===== src/rtl/ormon_pkg.sv =====
// ----------------------------------------------------------------------------
// ormon_pkg
// Shared constants, register indexes and controller/datapath bundles
// ----------------------------------------------------------------------------
`timescale 1ns / 1ps

package ormon_pkg;

    // configuration port
    localparam int CFG_INDEX_W = 3;
    localparam int CFG_DATA_W  = 21;

    localparam logic [CFG_INDEX_W-1:0] CFG_WINDOW_SIZE    = 3'd0;
    localparam logic [CFG_INDEX_W-1:0] CFG_RATE_THRESHOLD = 3'd1;
    localparam logic [CFG_INDEX_W-1:0] CFG_SKIP_UPDATES   = 3'd2;
    localparam logic [CFG_INDEX_W-1:0] CFG_INPUT_RATE     = 3'd3;
    localparam logic [CFG_INDEX_W-1:0] CFG_SCALING_ENABLE = 3'd4;

    // field widths
    localparam int TS_W    = 64;
    localparam int RATE_W  = 32;
    localparam int WIN_W   = 5;
    localparam int THR_W   = 21;
    localparam int SKIP_W  = 16;
    localparam int INRATE_W = 20;
    localparam int IVAL_W  = 32;

    localparam logic [WIN_W-1:0] WINDOW_RESET = 5'd16;

    // rate numerator: 1000000 * window, window below 32
    localparam int                  SCALE_W    = 20;
    localparam logic [SCALE_W-1:0]  RATE_SCALE = 20'd1000000;
    localparam int                  NUM_W      = SCALE_W + WIN_W;
    localparam int                  DIV_CNT_W  = 5;
    localparam logic [DIV_CNT_W-1:0] DIV_LAST_STEP = 5'(NUM_W - 1);

    // signed width for input_rate - output_rate against the threshold
    localparam int CMP_W = RATE_W + 2;

    typedef struct packed {
        logic accept;     // input beat taken this cycle
        logic sum_run;    // walk the interval ring
        logic div_load;   // capture window sum, set up the divider
        logic div_run;    // one quotient bit
        logic finish;     // load the result register
    } ormon_cmd_t;

    typedef struct packed {
        logic started;    // a previous timestamp is held
        logic skip;       // this beat only repeats the last rate
        logic sum_done;   // last ring entry is being added
        logic div_done;   // last quotient bit is being formed
    } ormon_status_t;

endpackage


===== src/rtl/ormon_if.sv =====
// ----------------------------------------------------------------------------
// ormon_if
// Valid/ready channels for timestamps in and rate results out
// ----------------------------------------------------------------------------
`timescale 1ns / 1ps

interface ormon_ts_if;
    logic        valid;
    logic        ready;
    logic [63:0] timestamp_us;

    modport source (output valid, output timestamp_us, input ready);
    modport sink   (input valid, input timestamp_us, output ready);
endinterface

interface ormon_rate_if;
    logic        valid;
    logic        ready;
    logic [31:0] output_rate;
    logic        compared;
    logic        raise_frequency;

    modport source (output valid, output output_rate, output compared,
                    output raise_frequency, input ready);
    modport sink   (input valid, input output_rate, input compared,
                    input raise_frequency, output ready);
endinterface


===== src/rtl/output_rate_monitor_core.sv =====
// ----------------------------------------------------------------------------
// output_rate_monitor_core
// Measures message output rate over a ring of intervals, flags slow output
// ----------------------------------------------------------------------------
//
//   channel   dir   handshake          payload
//   -------   ---   ----------------   ----------------------------------------
//   in_ch     in    valid / ready      timestamp_us[63:0]
//   out_ch    out   valid / ready      output_rate[31:0], compared,
//                                      raise_frequency
//   cfg       in    cfg_we (no ready)  cfg_index[2:0], cfg_wdata[20:0]
//
// sequence: the first beat after reset gives no result; a skipped update
//   goes straight from the beat to the result register; a full update walks
//   the interval ring one read per cycle and then runs the 25-step serial
//   divider before its result is loaded
// reset: rst_n clears all control and block state at once, no clearing pass;
//   never-written ring entries read as zero through per-entry valid bits
// stalls: a finished result waits in the output register; the next beat is
//   taken as soon as the sequencer is idle, and a later result waits in the
//   sequencer until the output register frees up
// ----------------------------------------------------------------------------
`timescale 1ns / 1ps

module output_rate_monitor_core
    import ormon_pkg::*;
#(
    parameter int WINDOW_MAX = 16
) (
    input  logic                   clk,
    input  logic                   rst_n,
    ormon_ts_if.sink               in_ch,
    ormon_rate_if.source           out_ch,
    input  logic                   cfg_we,
    input  logic [CFG_INDEX_W-1:0] cfg_index,
    input  logic [CFG_DATA_W-1:0]  cfg_wdata
);

    // command and status bundles between sequencer and datapath
    ormon_cmd_t    cmd;
    ormon_status_t status;

    // sequencer owns both handshakes
    ormon_ctrl u_ctrl (
        .clk       (clk),
        .rst_n     (rst_n),
        .in_valid  (in_ch.valid),
        .in_ready  (in_ch.ready),
        .out_valid (out_ch.valid),
        .out_ready (out_ch.ready),
        .status    (status),
        .cmd       (cmd)
    );

    // datapath holds config, ring, divider and the result register
    ormon_dp #(
        .WINDOW_MAX (WINDOW_MAX)
    ) u_dp (
        .clk             (clk),
        .rst_n           (rst_n),
        .cfg_we          (cfg_we),
        .cfg_index       (cfg_index),
        .cfg_wdata       (cfg_wdata),
        .timestamp_us    (in_ch.timestamp_us),
        .cmd             (cmd),
        .status          (status),
        .output_rate     (out_ch.output_rate),
        .compared        (out_ch.compared),
        .raise_frequency (out_ch.raise_frequency)
    );

    // a result beat only appears right after the result register was loaded
    a_out_from_finish: assert property (@(posedge clk) disable iff (!rst_n)
        $rose(out_ch.valid) |-> $past(cmd.finish))
        else $error("result beat without a finish command");

    // no new beat is taken while an update is in flight
    a_ready_only_idle: assert property (@(posedge clk) disable iff (!rst_n)
        in_ch.ready |-> !(cmd.sum_run || cmd.div_load || cmd.div_run))
        else $error("input ready during an update");

    // a frequency request only comes with a recomputed rate
    a_raise_needs_cmp: assert property (@(posedge clk) disable iff (!rst_n)
        (out_ch.valid && out_ch.raise_frequency) |-> out_ch.compared)
        else $error("raise request on a skipped update");

    // ring walk and divider never finish together
    a_phase_split: assert property (@(posedge clk) disable iff (!rst_n)
        !(status.sum_done && status.div_done))
        else $error("sum and divide overlap");

endmodule


===== src/rtl/ormon_ram.sv =====
// ----------------------------------------------------------------------------
// ormon_ram
// Generic single-write, single-read RAM with registered read data
// ----------------------------------------------------------------------------
`timescale 1ns / 1ps

module ormon_ram #(
    parameter int WIDTH = 32,
    parameter int DEPTH = 16,
    parameter int AW    = (DEPTH > 1) ? $clog2(DEPTH) : 1
) (
    input  logic             clk,
    input  logic             we,
    input  logic [AW-1:0]    waddr,
    input  logic [WIDTH-1:0] wdata,
    input  logic [AW-1:0]    raddr,
    output logic [WIDTH-1:0] rdata
);

    logic [WIDTH-1:0] mem [DEPTH];
    logic [WIDTH-1:0] rdata_reg;

    always_ff @(posedge clk)
    begin
        if (we)
        begin
            mem[waddr] <= wdata;
        end
        rdata_reg <= mem[raddr];
    end

    assign rdata = rdata_reg;

endmodule


===== src/rtl/ormon_ctrl.sv =====
// ----------------------------------------------------------------------------
// ormon_ctrl
// Sequencer: accept, ring sum, serial divide, result hand-off
// ----------------------------------------------------------------------------
`timescale 1ns / 1ps

module ormon_ctrl
    import ormon_pkg::*;
(
    input  logic          clk,
    input  logic          rst_n,
    input  logic          in_valid,
    output logic          in_ready,
    output logic          out_valid,
    input  logic          out_ready,
    input  ormon_status_t status,
    output ormon_cmd_t    cmd
);

    typedef enum logic [2:0] {
        ST_IDLE,
        ST_SUM,
        ST_DIV_LOAD,
        ST_DIV,
        ST_FINISH
    } state_t;

    state_t state_reg;
    state_t state_next;
    logic   in_ready_reg;
    logic   out_valid_reg;
    logic   out_valid_next;
    logic   out_free;

    assign out_free = !out_valid_reg || out_ready;

    always_comb
    begin
        cmd            = '0;
        state_next     = state_reg;
        out_valid_next = out_valid_reg && !out_ready;
        case (state_reg)
            ST_IDLE:
            begin
                if (in_valid && in_ready_reg)
                begin
                    cmd.accept = 1'b1;
                    if (!status.started)
                    begin
                        state_next = ST_IDLE;
                    end
                    else if (status.skip)
                    begin
                        state_next = ST_FINISH;
                    end
                    else
                    begin
                        state_next = ST_SUM;
                    end
                end
            end
            ST_SUM:
            begin
                cmd.sum_run = 1'b1;
                if (status.sum_done)
                begin
                    state_next = ST_DIV_LOAD;
                end
            end
            ST_DIV_LOAD:
            begin
                cmd.div_load = 1'b1;
                state_next   = ST_DIV;
            end
            ST_DIV:
            begin
                cmd.div_run = 1'b1;
                if (status.div_done)
                begin
                    state_next = ST_FINISH;
                end
            end
            ST_FINISH:
            begin
                if (out_free)
                begin
                    cmd.finish     = 1'b1;
                    out_valid_next = 1'b1;
                    state_next     = ST_IDLE;
                end
            end
            default:
            begin
                state_next = ST_IDLE;
            end
        endcase
    end

    always_ff @(posedge clk or negedge rst_n)
    begin
        if (!rst_n)
        begin
            state_reg     <= ST_IDLE;
            in_ready_reg  <= 1'b1;
            out_valid_reg <= 1'b0;
        end
        else
        begin
            state_reg     <= state_next;
            in_ready_reg  <= (state_next == ST_IDLE);
            out_valid_reg <= out_valid_next;
        end
    end

    assign in_ready  = in_ready_reg;
    assign out_valid = out_valid_reg;

endmodule


===== src/rtl/ormon_dp.sv =====
// ----------------------------------------------------------------------------
// ormon_dp
// Datapath: config registers, interval ring, window sum, divider, compare
// ----------------------------------------------------------------------------
`timescale 1ns / 1ps

module ormon_dp
    import ormon_pkg::*;
#(
    parameter int WINDOW_MAX = 16
) (
    input  logic                   clk,
    input  logic                   rst_n,
    input  logic                   cfg_we,
    input  logic [CFG_INDEX_W-1:0] cfg_index,
    input  logic [CFG_DATA_W-1:0]  cfg_wdata,
    input  logic [TS_W-1:0]        timestamp_us,
    input  ormon_cmd_t             cmd,
    output ormon_status_t          status,
    output logic [RATE_W-1:0]      output_rate,
    output logic                   compared,
    output logic                   raise_frequency
);

    localparam int IDX_W    = (WINDOW_MAX > 1) ? $clog2(WINDOW_MAX) : 1;
    localparam int WMAX_EFF = (WINDOW_MAX < 31) ? WINDOW_MAX : 31;
    localparam int SUM_W    = IVAL_W + $clog2(WMAX_EFF + 1);
    localparam logic [WIN_W-1:0] WIN_CAP = WIN_W'(WMAX_EFF);

    function automatic logic [IDX_W-1:0] to_addr(input logic [WIN_W-1:0] idx);
        logic [IDX_W+WIN_W-1:0] wide;
        wide = {{IDX_W{1'b0}}, idx};
        return wide[IDX_W-1:0];
    endfunction

    // configuration
    logic [WIN_W-1:0]    window_size_reg;
    logic [THR_W-1:0]    rate_threshold_reg;
    logic [SKIP_W-1:0]   skip_updates_reg;
    logic [INRATE_W-1:0] input_rate_reg;
    logic                scaling_enable_reg;

    // block state
    logic [TS_W-1:0]       prev_time_reg;
    logic                  started_reg;
    logic [WIN_W-1:0]      write_slot_reg;
    logic [SKIP_W-1:0]     skip_cnt_reg;
    logic [RATE_W-1:0]     last_rate_reg;
    logic [WINDOW_MAX-1:0] valid_reg;
    logic                  skip_mode_reg;

    // ring walk
    logic [WIN_W-1:0] rd_idx_reg;
    logic             issue_reg;
    logic             data_valid_reg;
    logic             last_reg;
    logic             vbit_reg;
    logic [SUM_W-1:0] acc_reg;

    // divider
    logic [SUM_W-1:0]     divisor_reg;
    logic [SUM_W-1:0]     rem_reg;
    logic [NUM_W-1:0]     quo_reg;
    logic [DIV_CNT_W-1:0] div_cnt_reg;
    logic                 zero_reg;

    // result register
    logic [RATE_W-1:0] out_rate_reg;
    logic              out_cmp_reg;
    logic              out_raise_reg;

    logic [WIN_W-1:0]  win;
    logic [TS_W-1:0]   diff;
    logic [IVAL_W-1:0] interval;
    logic [WIN_W-1:0]  slot;
    logic [WIN_W-1:0]  slot_inc;
    logic [WIN_W-1:0]  slot_next;
    logic [SKIP_W-1:0] skip_inc;
    logic              ring_we;
    logic [IDX_W-1:0]  waddr;
    logic [IDX_W-1:0]  raddr;
    logic [IVAL_W-1:0] rdata;
    logic              rd_last;
    logic [SUM_W:0]    rem_sh;
    logic              rem_ge;
    logic [RATE_W-1:0] rate;
    logic signed [CMP_W-1:0] excess;
    logic signed [CMP_W-1:0] thr_ext;
    logic              raise;

    // window in use: zero counts as one, capped at the ring depth and at 31
    always_comb
    begin
        if (window_size_reg == '0)
        begin
            win = WIN_W'(1);
        end
        else if (window_size_reg > WIN_CAP)
        begin
            win = WIN_CAP;
        end
        else
        begin
            win = window_size_reg;
        end
    end

    assign diff      = timestamp_us - prev_time_reg;
    assign interval  = (|diff[TS_W-1:IVAL_W]) ? '1 : diff[IVAL_W-1:0];
    assign slot      = (write_slot_reg >= win) ? '0 : write_slot_reg;
    assign slot_inc  = slot + WIN_W'(1);
    assign slot_next = (slot_inc == win) ? '0 : slot_inc;
    assign skip_inc  = (skip_cnt_reg == '1) ? skip_cnt_reg : skip_cnt_reg + SKIP_W'(1);

    assign ring_we = cmd.accept && started_reg;
    assign waddr   = to_addr(slot);
    assign raddr   = to_addr(rd_idx_reg);
    assign rd_last = (rd_idx_reg == win - WIN_W'(1));

    ormon_ram #(
        .WIDTH (IVAL_W),
        .DEPTH (WINDOW_MAX)
    ) u_ring (
        .clk   (clk),
        .we    (ring_we),
        .waddr (waddr),
        .wdata (interval),
        .raddr (raddr),
        .rdata (rdata)
    );

    // restoring divide step
    assign rem_sh = {rem_reg, quo_reg[NUM_W-1]};
    assign rem_ge = (rem_sh >= {1'b0, divisor_reg});

    assign rate    = zero_reg ? '1 : RATE_W'(quo_reg);
    assign excess  = $signed({{(CMP_W-INRATE_W){1'b0}}, input_rate_reg})
                   - $signed({2'b00, rate});
    assign thr_ext = $signed({{(CMP_W-THR_W){rate_threshold_reg[THR_W-1]}},
                              rate_threshold_reg});
    assign raise   = scaling_enable_reg && (excess > thr_ext);

    always_comb
    begin
        status.started  = started_reg;
        status.skip     = (skip_inc < skip_updates_reg);
        status.sum_done = data_valid_reg && last_reg;
        status.div_done = cmd.div_run && (div_cnt_reg == '0);
    end

    always_ff @(posedge clk or negedge rst_n)
    begin
        if (!rst_n)
        begin
            window_size_reg    <= WINDOW_RESET;
            rate_threshold_reg <= '0;
            skip_updates_reg   <= '0;
            input_rate_reg     <= '0;
            scaling_enable_reg <= 1'b0;
            prev_time_reg      <= '0;
            started_reg        <= 1'b0;
            write_slot_reg     <= '0;
            skip_cnt_reg       <= '0;
            last_rate_reg      <= '0;
            valid_reg          <= '0;
            skip_mode_reg      <= 1'b0;
            issue_reg          <= 1'b0;
            data_valid_reg     <= 1'b0;
            last_reg           <= 1'b0;
            rd_idx_reg         <= '0;
            div_cnt_reg        <= '0;
        end
        else
        begin
            if (cfg_we)
            begin
                case (cfg_index)
                    CFG_WINDOW_SIZE:    window_size_reg    <= cfg_wdata[WIN_W-1:0];
                    CFG_RATE_THRESHOLD: rate_threshold_reg <= cfg_wdata[THR_W-1:0];
                    CFG_SKIP_UPDATES:   skip_updates_reg   <= cfg_wdata[SKIP_W-1:0];
                    CFG_INPUT_RATE:     input_rate_reg     <= cfg_wdata[INRATE_W-1:0];
                    CFG_SCALING_ENABLE: scaling_enable_reg <= cfg_wdata[0];
                    default:            ;
                endcase
            end

            if (cmd.accept)
            begin
                prev_time_reg <= timestamp_us;
                started_reg   <= 1'b1;
                rd_idx_reg    <= '0;
                issue_reg     <= 1'b1;
                if (started_reg)
                begin
                    valid_reg[waddr] <= 1'b1;
                    write_slot_reg   <= slot_next;
                    skip_cnt_reg     <= skip_inc;
                    skip_mode_reg    <= status.skip;
                end
            end

            // one ring read issued per cycle, data lands in the cycle after
            data_valid_reg <= 1'b0;
            if (cmd.sum_run && issue_reg)
            begin
                data_valid_reg <= 1'b1;
                last_reg       <= rd_last;
                rd_idx_reg     <= rd_idx_reg + WIN_W'(1);
                issue_reg      <= !rd_last;
            end

            if (cmd.div_load)
            begin
                div_cnt_reg <= DIV_LAST_STEP;
            end
            else if (cmd.div_run)
            begin
                div_cnt_reg <= div_cnt_reg - DIV_CNT_W'(1);
            end

            if (cmd.finish && !skip_mode_reg)
            begin
                last_rate_reg <= rate;
            end
        end
    end

    // payload registers
    always_ff @(posedge clk)
    begin
        vbit_reg <= valid_reg[raddr];

        if (cmd.accept)
        begin
            acc_reg <= '0;
        end
        else if (data_valid_reg && vbit_reg)
        begin
            acc_reg <= acc_reg + SUM_W'(rdata);
        end

        if (cmd.div_load)
        begin
            divisor_reg <= acc_reg;
            zero_reg    <= (acc_reg == '0);
            rem_reg     <= '0;
            quo_reg     <= {{WIN_W{1'b0}}, RATE_SCALE} * {{SCALE_W{1'b0}}, win};
        end
        else if (cmd.div_run)
        begin
            rem_reg <= rem_ge ? SUM_W'(rem_sh - {1'b0, divisor_reg}) : rem_sh[SUM_W-1:0];
            quo_reg <= {quo_reg[NUM_W-2:0], rem_ge};
        end

        if (cmd.finish)
        begin
            if (skip_mode_reg)
            begin
                out_rate_reg  <= last_rate_reg;
                out_cmp_reg   <= 1'b0;
                out_raise_reg <= 1'b0;
            end
            else
            begin
                out_rate_reg  <= rate;
                out_cmp_reg   <= 1'b1;
                out_raise_reg <= raise;
            end
        end
    end

    assign output_rate     = out_rate_reg;
    assign compared        = out_cmp_reg;
    assign raise_frequency = out_raise_reg;

endmodule

===== src/flat_wrapper.sv =====
// flat-port wrapper written by rule: the top's interface ports become plain ports
module output_rate_monitor_core_flat import ormon_pkg::*;
#(
    parameter int WINDOW_MAX = 16
)
  (clk, rst_n, cfg_we, cfg_index, cfg_wdata, in_ch_valid, in_ch_timestamp_us, in_ch_ready, out_ch_valid, out_ch_output_rate, out_ch_compared, out_ch_raise_frequency, out_ch_ready);
  ormon_ts_if in_ch_i ();
  ormon_rate_if out_ch_i ();
  input  logic clk;
  input  logic rst_n;
  input  logic cfg_we;
  input  logic [CFG_INDEX_W-1:0] cfg_index;
  input  logic [CFG_DATA_W-1:0] cfg_wdata;
  input wire logic [$bits(in_ch_i.valid)-1:0] in_ch_valid;
  input wire logic [$bits(in_ch_i.timestamp_us)-1:0] in_ch_timestamp_us;
  output wire logic [$bits(in_ch_i.ready)-1:0] in_ch_ready;
  output wire logic [$bits(out_ch_i.valid)-1:0] out_ch_valid;
  output wire logic [$bits(out_ch_i.output_rate)-1:0] out_ch_output_rate;
  output wire logic [$bits(out_ch_i.compared)-1:0] out_ch_compared;
  output wire logic [$bits(out_ch_i.raise_frequency)-1:0] out_ch_raise_frequency;
  input wire logic [$bits(out_ch_i.ready)-1:0] out_ch_ready;
  assign in_ch_i.valid = in_ch_valid;
  assign in_ch_i.timestamp_us = in_ch_timestamp_us;
  assign in_ch_ready = in_ch_i.ready;
  assign out_ch_valid = out_ch_i.valid;
  assign out_ch_output_rate = out_ch_i.output_rate;
  assign out_ch_compared = out_ch_i.compared;
  assign out_ch_raise_frequency = out_ch_i.raise_frequency;
  assign out_ch_i.ready = out_ch_ready;
  output_rate_monitor_core #(.WINDOW_MAX(WINDOW_MAX)) u_core (.clk(clk), .rst_n(rst_n), .in_ch(in_ch_i), .out_ch(out_ch_i), .cfg_we(cfg_we), .cfg_index(cfg_index), .cfg_wdata(cfg_wdata));
endmodule

===== config.mk =====
export PLATFORM = sky130hd
export DESIGN_NAME = output_rate_monitor_core_flat
export DESIGN_NICKNAME = d
export VERILOG_FILES = /design/src/rtl/ormon_pkg.sv /design/src/rtl/ormon_if.sv /design/src/rtl/output_rate_monitor_core.sv /design/src/rtl/ormon_ram.sv /design/src/rtl/ormon_ctrl.sv /design/src/rtl/ormon_dp.sv /design/src/flat_wrapper.sv
export SDC_FILE = /design/constraint.sdc
export NUM_CORES = 2
export LEC_CHECK = 0
export BUFFER_PORTS_ARGS = -buffer_cell sky130_fd_sc_hd__buf_2
export CORE_MARGIN = 2
export CORE_UTILIZATION = 55
export DETAILED_ROUTE_END_ITERATION = 8
export PLACE_DENSITY_LB_ADDON = 0.15
export SYNTH_ARGS = -nofsm -noshare
export SYNTH_HDL_FRONTEND = slang
export SYNTH_HIERARCHICAL = 1
export SYNTH_SLANG_ARGS = --single-unit
export TNS_END_PERCENT = 50

===== constraint.sdc =====
create_clock -name clk -period 6.8 [get_ports clk]
set_input_delay 1.36 -clock clk [delete_from_list [all_inputs] [get_ports clk]]
set_output_delay 1.36 -clock clk [all_outputs]
set_load 0.03 [all_outputs]

## Word level (Yosys, flattened, before mapping)

Memory sizes are Yosys's and may differ from the RTL's. A register that Yosys moved wholly into a read port is not among the register bits.
Cells that the tools add are included.

- Register bits after elaboration: 388
- Memories: 1
- RAM bits: 512
- Logic and storage cells: 132
- Input port bits: 93
- Output and inout port bits: 36

Memory list:

| memory | words | bits a word | read ports | clocked after memory_dff | wr ports | line | source |
|---|---|---|---|---|---|---|---|
| u_core.u_dp.u_ring.mem | 16 | 32 | 1 | 1 | 1 | ormon_ram.sv:20 | `logic [WIDTH-1:0] mem [DEPTH];` |

- Bitwise gates (word level): 1
- Multipliers: 1
- Reduce and logical (&&, ||, !) cells: 30
- Equal/unequal tests: 11
- $add $sub $neg: 9
- Magnitude comparators: 8
- Mux-type cells: 41

Operators with widths:

| cell | count |
|---|---|
| 2-to-1 mux 32 bit | 3 |
| subtractor 64 bit | 1 |
| 2-to-1 mux 25 bit | 2 |
| 2-to-1 mux 5 bit | 8 |
| greater-or-equal comparator 38 x 37 -> 1 bit | 1 |
| adder 37 x 32 -> 37 bit | 1 |
| zero test 37 bit | 1 |
| 2-to-1 mux 37 bit | 1 |
| subtractor 37 bit | 1 |
| > comparator 33 x 21 -> 1 bit | 1 |
| subtractor 20 x 32 -> 33 bit | 1 |
| OR reduction 32 bit | 1 |
| multiplier 14 x 5 -> 19 bit (first input constant) | 1 |
| 2-to-1 mux 3 bit | 6 |
| 2-to-1 mux 1 bit | 17 |
| adder 16 x 1 -> 16 bit (second input constant) | 1 |
| equality test 16 bit (second input constant) | 1 |
| < comparator 16 bit | 1 |
| 2-to-1 mux 16 bit | 1 |
| OR 16 bit | 1 |
| one-hot mux 3 bit (5 select lines) | 1 |
| equality test 3 x 2 -> 1 bit (second input constant) | 4 |
| AND reduction 2 bit | 6 |
| adder 5 x 1 -> 5 bit (second input constant) | 2 |
| other kinds (16) | 37 |

## Logic depth before layout (Yosys ltp)

- Word-level depth: 10
- Gate-level depth with buffers: 29
- Mapped depth without buffers: 27

## Hierarchy

The synthesis kept the hierarchy.

Modules (own cells, without submodules):

| module | area an instance (sq um) | cells each | seq. area each (sq um) | instances |
|---|---|---|---|---|
| ormon_dp | 26087.5 | 3049 | 9305.2 | 1 |
| ormon_ram | 19854.0 | 838 | 16015.4 | 1 |
| ormon_ctrl | 294.0 | 29 | 126.4 | 1 |

## Worst setup path after synthesis

OpenSTA, ideal clock, no wires.

- Kind: input port to flip-flop
- From: input in_ch_valid
- To: memory u_core.u_dp.u_ring.mem[0][0], enable pin
- Buffers on the path: 2
- Path slack: 1.312 ns
- Arrival: 5.027 ns
- Stages: 8
- Required time: 6.339 ns
- Setup time: 0.461 ns
- Cell sequence: nand2_1 > nor4_1 > clkbuf_1 > nand2_1 > inv_1 > clkbuf_1 > or3b_2 > nor3_1

RTL lines:

| what | line | source |
|---|---|---|
| start: declaration | flat_wrapper.sv:14 | `input wire logic [$bits(in_ch_i.valid)-1:0] in_ch_valid;` |
| end: declaration | ormon_ram.sv:20 |  |

## Worst setup path after layout

- From: register u_core.u_dp.zero_reg
- To: register u_core.u_dp.out_raise_reg (netlist: u_core/u_dp/raise_frequency), data pin

- Cells in the longest elaborated chain, start to end: 4

Ends and longest elaborated chain:

| what | line | source |
|---|---|---|
| start: declaration | ormon_dp.sv:65 | `logic zero_reg;` |
| start signal: assignment | ormon_dp.sv:245 | `zero_reg <= (acc_reg == '0);` |
| 2-to-1 mux 32 bit | ormon_dp.sv:136 | `assign rate = zero_reg ? '1 : RATE_W'(quo_reg);` |
| via u_core.u_dp.rate[0] | ormon_dp.sv:86 | `logic [RATE_W-1:0] rate;` |
| subtractor 20 x 32 -> 33 bit | ormon_dp.sv:138 | `- $signed({2'b00, rate});` |
| > comparator 33 x 21 -> 1 bit | ormon_dp.sv:141 | `assign raise = scaling_enable_reg && (excess > thr_ext);` |
| logical AND 1 bit | ormon_dp.sv:141 |  |
| end signal: assignment | ormon_dp.sv:267 | `out_raise_reg <= raise;` |
| end: declaration | ormon_dp.sv:70 | `logic out_raise_reg;` |

The timed path passes the listed nets, and every way through them passes these cells.
A chain may end at the register's enable or synchronous reset.

==> reports/results.ini <==
[cells_and_area]
drive_above_1_share_pct = 14.78
final_nets = 4331
final_cell_count_no_fill = 5163
syn2layout_area_growth_pct = 11.01
largest_reg_flops = 512

[worst_setup_path]
cp_data_arrival_time_ns = 6.17
endpoint_kind = flip-flop
worstSetupStartpointType = flip-flop
crit_fanout = 3
crit_buf_inv = 0
cpMostUsedCell = a21oi_1
required_ns = 7.20
cp_top_family = compound AO/OA/AOI/OAI gates
slowest_delay_ns = 0.45
cp_slowest_cell = edfxtp_1
path_class = reg2reg

[routing]
first_pass_iters = 6
num_vias = 30770
drt_first_iter_violations = 2562
postRouteAntennaNets = 0
drcViolationCount = 0
viasPerCell = 5.959
wire_per_inst_um = 21.61
wl_um = 111600

[synthesis]
synthAdderAreaFrac_pct = 6.668
synth_compound_area_share_pct = 12.12
synth-simple-area-share_pct = 11.38
synth_top_family_by_area = compound AO/OA/AOI/OAI gates
syn-cell-area_mm2 = 0.04624
synth_xor_area_share_pct = 3.523
synth_edf_count = 597
ys_ff_latch = 920
synth.most_common_cell = edfxtp_1
yosysWarnings = 6
synth_top_area_share_pct = 38.77
synth.avg_cell_area_um2 = 11.81
muxShareOfSynthArea_pct = 7.769
syn_nets = 4249
synth_area_leaders = edfxtp_1 (39%), dfrtp_1 (11%), mux4_2 (6.5%)
synth_common_cells = edfxtp_1 (597), nand2_1 (391), nor2_1 (275)
synthCells = 3916
async_flop_share_pct = 22.83
synth_cell_types = 101
synth_seq_area_share_pct = 55.04
synth_ff_type = edfxtp_1
synth_top_area_cell = edfxtp_1

[timing]
hold_violations = 0
fin_skew_ns = 0.07685
slew_violations = 0
rsz0062_at_grt = false
setup_viol = 0
fin_crit_sh_pct = 84.80
max_slew_margin_pct = 28.04
fmax_ghz = 0.1734
fin_crit_ns = 5.767
tightest_slew_ns = 1.079
fin_tns_setup_ns = 0

[global_routing]
grt_overflow = 0
grt_first_pass_wirelength_um = 174100
antenna_found_initial = 2
grt_max_degree = 119
grt_pass1_vias = 29930
grt.total_usage_pct = 26.07

[pwr]
p_int_w = 0.009531
powerDensity_mw_per_mm2 = 241.5
seqPwrFrac_pct = 48.6
p_leak_nw = 21.87
finalPower_w = 0.01240
clkPwrFrac_pct = 44.1
ir_drop_mv = 0.2626
comb_power_share_pct = 7.3
switching_share_pct = 23.12
p_sw_w = 0.002866

[clock_network]
cts_hold_buffers = 0
cts_tree = built
cts_sinks = 920
cts_buffers = 95
clkTransAtPathRegs_ns = 0.06
clock_path_buffers = 3
cts_resized = 0
clk_latency_ns = 0.72
root_buffer = clkbuf_16
post_cts_buffers = 0
htreeDepth = 3

[floorplanning]
die_x_um = 293.9
die_h_um = 293.9
num_rows = 106
dieArea_mm2 = 0.08640
start_util_pct = 55.42
core-area_mm2 = 0.08342
io_pins = 129

[run_status]
status = finished, final reports clean

[flow_run]
cap_violations = 0

[place]
routabilityCongestion = 0.9298
hpwl_um = 71490
placed_cells = 4981
port-buffer-count = 128

[hold_path]
hold_class = reg2reg

per-layer routing:
layer / vias up / wire length [um] / part of all wire [%] / track usage (%)
met5: - / 0 / 0 / 0
li1: 14630 / - / - / -
met2: 943 / 53080 / 48 / 42.77
met1: 15030 / 48130 / 43 / 36.34
met3: 160 / 7324 / 6.6 / 3.535
met4: 0 / 3045 / 2.7 / 7.927
placed cells by master, fill, tap and decap left out, types with 12 or more instances in the layout:
| master | Yosys | layout |
|---|---|---|
| nand3_1 | 66 | 66 |
| edfxtp_1 | 597 | 597 |
| ha_1 | 232 | 232 |
| nand4_1 | 52 | 52 |
| mux2_2 | 37 | 37 |
| o21bai_1 | 32 | 32 |
| o21a_1 | 21 | 21 |
| a21o_1 | 85 | 85 |
| clkbuf_16 | 0 | 95 |
| nor2b_1 | 41 | 38 |
| clkinv_2 | 0 | 17 |
| nand2_1 | 391 | 391 |
| nor2_1 | 275 | 261 |
| buf_4 | 18 | 40 |
| clkbuf_1 | 122 | 21 |
| o21ai_0 | 232 | 232 |
| a211oi_1 | 48 | 48 |
| a31oi_1 | 27 | 27 |
| dfxtp_1 | 113 | 113 |
| a21oi_1 | 254 | 254 |
| nand3_2 | 27 | 27 |
| and2_1 | 20 | 19 |
| nor3_1 | 87 | 83 |
| nor2_4 | 1 | 14 |
| o211ai_1 | 12 | 12 |
| xor2_1 | 74 | 74 |
| dfrtp_1 | 208 | 206 |
| buf_2 | 20 | 127 |
| xnor2_1 | 112 | 111 |
| and3_1 | 25 | 25 |
| a22oi_1 | 67 | 67 |
| mux2i_1 | 18 | 18 |
| mux4_2 | 133 | 133 |
| nand2b_1 | 30 | 30 |
| inv_1 | 201 | 201 |
| bufinv_16 | 0 | 12 |
| nor4_1 | 18 | 17 |
power groups by stage:
| stage | Combinational [W] | Clock [W] | Sequential [W] |
|---|---|---|---|
| final | 0.000904 | 0.00546 | 0.00603 |
| after global routing | 0.00103 | 0.00579 | 0.00604 |
| after CTS | 0.000909 | 0.00556 | 0.00603 |
| after detailed placement | 0.000895 | 0 | 0.00614 |
| after global placement | 0.000889 | 0 | 0.00614 |
| after floorplan | 0.000650 | 0 | 0.00612 |
cells by family (layout without fill, tap and decap cells):
logic type                 Yosys count  after routing
and+or+nand+nor                   1102           1102
other                                1              4
DFF                                920            920
buffers and inverters              390            554
xor gates and xnor gates           186            186
muxes                              188            188
adders and majority gates          242            242
AOI/OAI and AO/OA                  887            887
final cells by class:
| type | instances | area [um2] |
|---|---|---|
| multi-input combinational | 2606 | 19330 |
| sequential | 920 | 25450 |
| fill | 6589 | 32090 |
| clock buffer | 125 | 2580 |
| timing repair buffer | 174 | 1071 |
| antenna | 3 | 7.507 |
| tap | 1080 | 1351 |
| inverter | 201 | 754.5 |
| clock inverter | 54 | 774.5 |
metrics by stage:
stage	worst slack (ns)	utilization (%)	hold slack, ns	instance area [um2]
global route	0.5255	61.52	0.4880	51320
global placement	0.7955	57.50	0.4464	47970
finish	1.033	61.53	0.4694	51330
floorplan	1.312	-	0.4360	46240
detailed placement	0.6940	57.50	0.4556	47970
CTS	1.063	61.52	0.4687	51320
path summary, 6_finish.rpt:
kind / startpoint / endpoint / slack, ns / cells after the start
max: u_core/u_dp/zero_reg / u_core/u_dp/raise_frequency / 1.03 / 27
min: u_core/u_dp/valid_reg[6] / u_core/u_dp/valid_reg[6] / 0.47 / 1
max reg2reg: u_core/u_dp/zero_reg / u_core/u_dp/raise_frequency / 1.03 / 27
min reg2reg: u_core/u_dp/valid_reg[6] / u_core/u_dp/valid_reg[6] / 0.47 / 1
max in group asynchronous: rst_n / u_core/u_dp/prev_time_reg[1] / 4.91 / 2
min in group asynchronous: rst_n / u_core/u_dp/last_rate_reg[13] / 0.77 / 1
No activity file was read; power rests on OpenSTA's default activity.
